<file path="config.mk">
export PLATFORM = sky130hd
export DESIGN_NAME = mts_div_chain
export DESIGN_NICKNAME = d
export VERILOG_FILES = /design/src/rtl/mts_pkg.sv /design/src/rtl/mts_div_cell.sv /design/src/rtl/mts_div_chain.sv
export SDC_FILE = /design/constraint.sdc
export NUM_CORES = 2
export LEC_CHECK = 0
export BUFFER_PORTS_ARGS = -buffer_cell sky130_fd_sc_hd__buf_4
export CORE_UTILIZATION = 60
export CTS_BUF_LIST = sky130_fd_sc_hd__clkbuf_2 sky130_fd_sc_hd__clkbuf_4 sky130_fd_sc_hd__clkbuf_8
export DETAILED_ROUTE_END_ITERATION = 10
export PLACE_DENSITY = 0.8
export RECOVER_POWER = 50
export SYNTH_ARGS = -nofsm -noshare
export SYNTH_HDL_FRONTEND = slang
export SYNTH_SLANG_ARGS = --single-unit
</file>
<file path="constraint.sdc">
create_clock -name i_clk -period 3.65 [get_ports i_clk]
set_input_delay 0.365 -clock i_clk [delete_from_list [all_inputs] [get_ports i_clk]]
set_output_delay 0.365 -clock i_clk [all_outputs]
set_load 0.01 [all_outputs]
</file>
<file path="src/rtl/mts_pkg.sv">
`default_nettype none
// ----------------------------------------------------------------------------
// Midtones transfer stretch package
// Widths, register indexes and the transaction types that pass between the
// divider cells of the stretch pipeline.
// ----------------------------------------------------------------------------
package mts_pkg;

    localparam int FRAC_BITS = 16;
    localparam int VW        = FRAC_BITS + 1;      // sample and register width
    localparam int DW        = 2 * FRAC_BITS + 4;  // divider datapath width
    localparam int NSTEP     = FRAC_BITS + 1;      // quotient bits, one per cell

    typedef logic [VW-1:0] t_val;

    localparam t_val ONE_V  = VW'(1) << FRAC_BITS;
    localparam t_val HALF_V = VW'(1) << (FRAC_BITS - 1);

    typedef enum logic [1:0] {
        REG_SHADOW    = 2'd0,
        REG_HIGHLIGHT = 2'd1,
        REG_MIDTONE   = 2'd2,
        REG_MODE      = 2'd3
    } t_reg_idx;

    typedef struct packed {
        logic valid;
        logic inv;
        logic force_en;
        t_val fval;
        t_val pix;
    } t_tag;

    typedef struct packed {
        t_tag          tag;
        logic [DW-1:0] r;
        logic [DW-1:0] b;
        t_val          q;
    } t_div;

    // Rounds the quotient with its guard bit, or gives the forced value.
    function automatic t_val div_round(input t_div d);
        logic [VW:0] qq;
        qq = {1'b0, d.q} + (VW+1)'(1);
        return d.tag.force_en ? d.tag.fval : qq[VW:1];
    endfunction

endpackage
`default_nettype wire

</file>
<file path="src/rtl/mts_div_cell.sv">
`default_nettype none
// ----------------------------------------------------------------------------
// Restoring divider cell
// Produces one quotient bit and hands the partial remainder on.
// ----------------------------------------------------------------------------
module mts_div_cell (
    input  wire logic          i_clk,
    input  wire logic          i_rst_n,
    input  wire mts_pkg::t_div i_d,
    output mts_pkg::t_div      o_d
);

    logic [mts_pkg::DW:0] r2;
    logic [mts_pkg::DW:0] diff;
    logic                 ge;
    mts_pkg::t_div        n_d;
    mts_pkg::t_div        r_d;

    always_comb begin
        r2   = {i_d.r, 1'b0};
        diff = r2 - {1'b0, i_d.b};
        ge   = (r2 >= {1'b0, i_d.b});
        n_d  = i_d;
        n_d.r = ge ? diff[mts_pkg::DW-1:0] : r2[mts_pkg::DW-1:0];
        n_d.q = {i_d.q[mts_pkg::VW-2:0], ge};
    end

    always_ff @(posedge i_clk) begin
        r_d <= n_d;
        if (!i_rst_n) begin
            r_d.tag.valid <= 1'b0;
        end
    end

    assign o_d = r_d;

endmodule
`default_nettype wire

</file>
<file path="src/rtl/mts_div_chain.sv">
`default_nettype none
// ----------------------------------------------------------------------------
// Divider chain
// A row of restoring cells, one quotient bit each, one transaction per cycle.
// ----------------------------------------------------------------------------
module mts_div_chain (
    input  wire logic          i_clk,
    input  wire logic          i_rst_n,
    input  wire mts_pkg::t_div i_d,
    output mts_pkg::t_div      o_d
);

    mts_pkg::t_div stage [mts_pkg::NSTEP+1];

    assign stage[0] = i_d;

    for (genvar g = 0; g < mts_pkg::NSTEP; g++) begin : g_cell
        mts_div_cell u_cell (
            .i_clk   (i_clk),
            .i_rst_n (i_rst_n),
            .i_d     (stage[g]),
            .o_d     (stage[g+1])
        );
    end

    assign o_d = stage[mts_pkg::NSTEP];

endmodule
`default_nettype wire

</file>
==> impl_metrics.py <==
metrics = {
    "yosys": {
        "synth.distinct_cells": 107,
        "synthesis.area_mm2": 0.0804,
        "syn_avg_cell_area_um2": 9.84,
        "async_reset_ff_share_pct": 0,
        "postSynthCellCount": 8174,
        "ys_ff_latch": 2006,
        "synth_nets": 8931,
        "ys_seq_area_share_pct": 49.9,
        "synthFlopType": "dfxtp_1",
        "ys_warn_count": 0,
        "synth_enable_flop_cells": 0,
    },
    "timing": {
        "worst_pin_slew_ns": 0.982,
        "max_freq_ghz": 0.269,
        "setup_ws_ns": -0.0734,
        "fin_crit_ns": 3.72,
        "finClkSkew_ns": 0.108,
        "finalSetupTns_ns": -0.0734,
        "finalMaxSlewViolations": 0,
        "finalCritPeriodShare_pct": 102,
        "hold_violations": 0,
        "finalSetupViolCount": 1,
        "max_slew_margin_pct": 34.0,
    },
    "drt": {
        "drtIter0Drc": 3011,
        "routed_wirelength_um": 189000,
        "detail_route.vias_per_cell": 5.43,
        "ant_nets": 0,
        "vias": 59900,
        "first_pass_iters": 6,
        "post-route-drc-count": 0,
        "routedWlPerCell_um": 17.2,
    },
    "die": {
        "fp.dieH_um": 368,
        "fp.dieW_um": 368,
        "fp.coreArea_mm2": 0.132,
        "pin_count": 254,
        "fp-row-count": 133,
        "die_area_mm2": 0.136,
        "floorplan.initialDensity_pct": 60.8,
    },
    "clock_tree": {
        "cts_buffer_depth": 4,
        "cts_sinks": 2006,
        "htreeDepth": 5,
        "clock_latency_ns": 1.03,
        "cts_tree": "yes",
        "numCtsBuffers": 324,
        "clock-root-buffer": "clkbuf_8",
        "path_clk_slew_ns": 0.07,
    },
    "power_and_ir_drop": {
        "ir_drop_mv": 0.504,
        "power_mw": 92.9,
        "p_per_area_mw_per_mm2": 974,
        "p_leak_nw": 45.0,
    },
    "finish": {
        "seq_area_mm2": 0.0402,
        "nFillCells": 9291,
        "syn2layout_area_growth_pct": 18.6,
        "drive_gt1_share_pct": 14.9,
        "layout.nets": 9814,
        "multiInputGateArea_mm2": 0.0368,
        "instances_no_fill": 11000,
        "largest_register_ffs": 2006,
    },
    "worst_setup_path": {
        "cpPeakStageDelay_ns": 0.57,
        "cp-end-kind": "register",
        "path_max_fanout": 3,
        "crit_buf_inv": 6,
        "critPathRequiredTime_ns": 4.55,
        "crit_top_cell": "dlygate4sd3_1",
        "critPathTopFamily": "buffers and inverters",
        "path_cells": "dlygate4sd3_1 -> buf_4 -> inv_1 -> ha_4 -> nor2b_2 -> o21a_1 -> o21ai_2 -> nor3b_1 -> o21a_1 -> o31ai_4 -> a41oi_2 -> a211oi_4 -> buf_4 -> nand3_1 -> o21ai_0 -> dlygate4sd3_1 -> nor3_1 -> dlygate4sd3_1",
        "cp.arrival_ns": 4.63,
        "startpoint_type": "input pin",
        "reg2reg_slack_ns": 0.04,
        "criticalPathCategory": "in -> reg",
        "crit_path_top_delay_cell": "dlygate4sd3_1",
    },
    "place": {
        "dp_hpwl_um": 139000,
        "gp_congestion": 1.01,
        "numPortBuffers": 236,
        "dp_cells": 10300,
    },
    "min_path": {
        "hp-class": "in -> reg",
    },
    "global_routing": {
        "grt_max_degree": 68,
        "overflow": 0,
        "track_usage_pct": 27.2,
        "grt_pass1_vias": 61700,
        "grt_pass1_wl_um": 298000,
        "antenna_found_initial": 1,
    },
    "flow_run": {
        "drv_cap": 0,
    },
    "status": {
        "status": "finished, violations left",
        "violations": "setup timing",
    },
}
cells by family after synthesis:
family / Yosys count / share of synthesized area, %
flip-flops: 2006 / 49.9
buffers and inverters: 1002 / 4.86
AND/OR/NAND/NOR: 1736 / 10.2
AO/OA/AOI/OAI: 2116 / 16.9
XOR/XNOR: 513 / 5.59
multiplexers: 172 / 2.54
adder cells (fa/ha/maj): 629 / 9.94
routing by layer:
layer	vias to the layer above	global-route usage, %	part of all wire, %
met1	27800	23.8	34
met5	-	0	0
li1	29900	-	-
met4	0	18.6	6.9
met3	628	4.43	3.5
met2	1602	55.1	55
final cells by class:
cell class / count / share of cell area (%)
timing repair buffer: 743 / 6.72
antenna: 2 / 0.00524
sequential: 2006 / 42.1
multi-input combinational: 5167 / 38.6
inverter: 815 / 3.21
clock buffer: 500 / 6.63
clock inverter: 51 / 0.486
tap: 1755 / 2.30
Yosys cell counts (32+ instances only):
cell	instances	area, um2
mux2_2	65	732
nand2b_1	77	482
ha_1	612	7660
clkbuf_1	118	443
o31ai_1	45	338
nand3_1	118	591
nand4_1	96	601
and3_1	62	388
xnor2_1	295	2580
o21a_1	66	495
a211oi_1	36	270
o21bai_1	81	608
xor2_1	218	1910
o21ai_0	443	2220
a31oi_1	63	394
nor3_1	90	450
nor2_1	446	1670
inv_1	810	3040
a21o_1	376	2820
dfxtp_1	2006	40200
nor2b_1	92	576
o21ai_1	72	360
mux2_4	32	480
nand2_1	562	2110
mux2_1	63	709
a21oi_1	621	3110
buf_2	50	250
and2_1	47	294
power breakdown:
part           switching [mW]  leakage, nW  internal, mW  total (mW)
logic                    23.5         24.5          19.7        43.2
clock network            8.35         3.61          11.5        19.8
registers                2.59         16.9          27.3        29.9
total                    34.5         45.0          58.4        92.9
metrics by stage:
stage	instance area (um2)	hold slack, ns	util, %	setup slack [ns]
after floorplan	80400	0.310	-	0.528
after global placement	86100	0.310	65.1	-0.0101
after detailed placement	86100	0.312	65.1	-0.0675
after CTS	94900	0.00201	71.7	0.00191
after global routing	95400	0.0556	72.1	-0.110
final	95400	0.123	72.1	-0.0734
path summary, 6_finish.rpt:
check / start / to / depth (start not counted)
worst max-delay path: i_d[18] / g_cell[0].u_cell.o_d[86] / 18
worst min-delay path: i_d[31] / g_cell[0].u_cell.o_d[31] / 2
worst max register to register: g_cell[7].u_cell.o_d[18] / g_cell[8].u_cell.o_d[70] / 15
worst min register to register: g_cell[11].u_cell.o_d[26] / g_cell[12].u_cell.o_d[26] / 0
worst register-to-register path, stage by stage, from the launching register on:
cell	delay, ns
dfxtp_2	0.37
inv_1	0.06
ha_1	0.32
nor2b_1	0.14
o21a_1	0.19
o21ai_1	0.22
a211oi_2	0.14
or3_4	0.38
o211a_4	0.28
a31o_4	0.28
a211oi_4	0.19
buf_4	0.17
o41ai_4	0.07
buf_12	0.19
buf_4	0.17
mux2_4	0.28
cells in the final DEF, fill, tap and decap left out, types with 90 or more instances in the layout:
cell type,netlist,final
a21o_1,376,376
a21oi_1,621,612
buf_4,6,515
clkbuf_8,0,412
dfxtp_1,2006,2005
dlygate4sd3_1,0,199
ha_1,612,611
inv_1,810,810
nand2_1,562,561
nand3_1,118,118
nand4_1,96,96
nor2_1,446,444
nor2b_1,92,91
nor3_1,90,90
o21ai_0,443,434
xnor2_1,295,295
xor2_1,218,218
timing repair:
action                                 in CTS  in global routing
setup endpoints to repair                  61                348
gates cloned                                0                  3
gates resized for setup                     5                 66
pin swaps                                   2                 27
endpoints found under the hold margin     126                  1
buffers inserted                            1                 16
hold buffers                              199                  1
(Power assumes the default switching activity.)
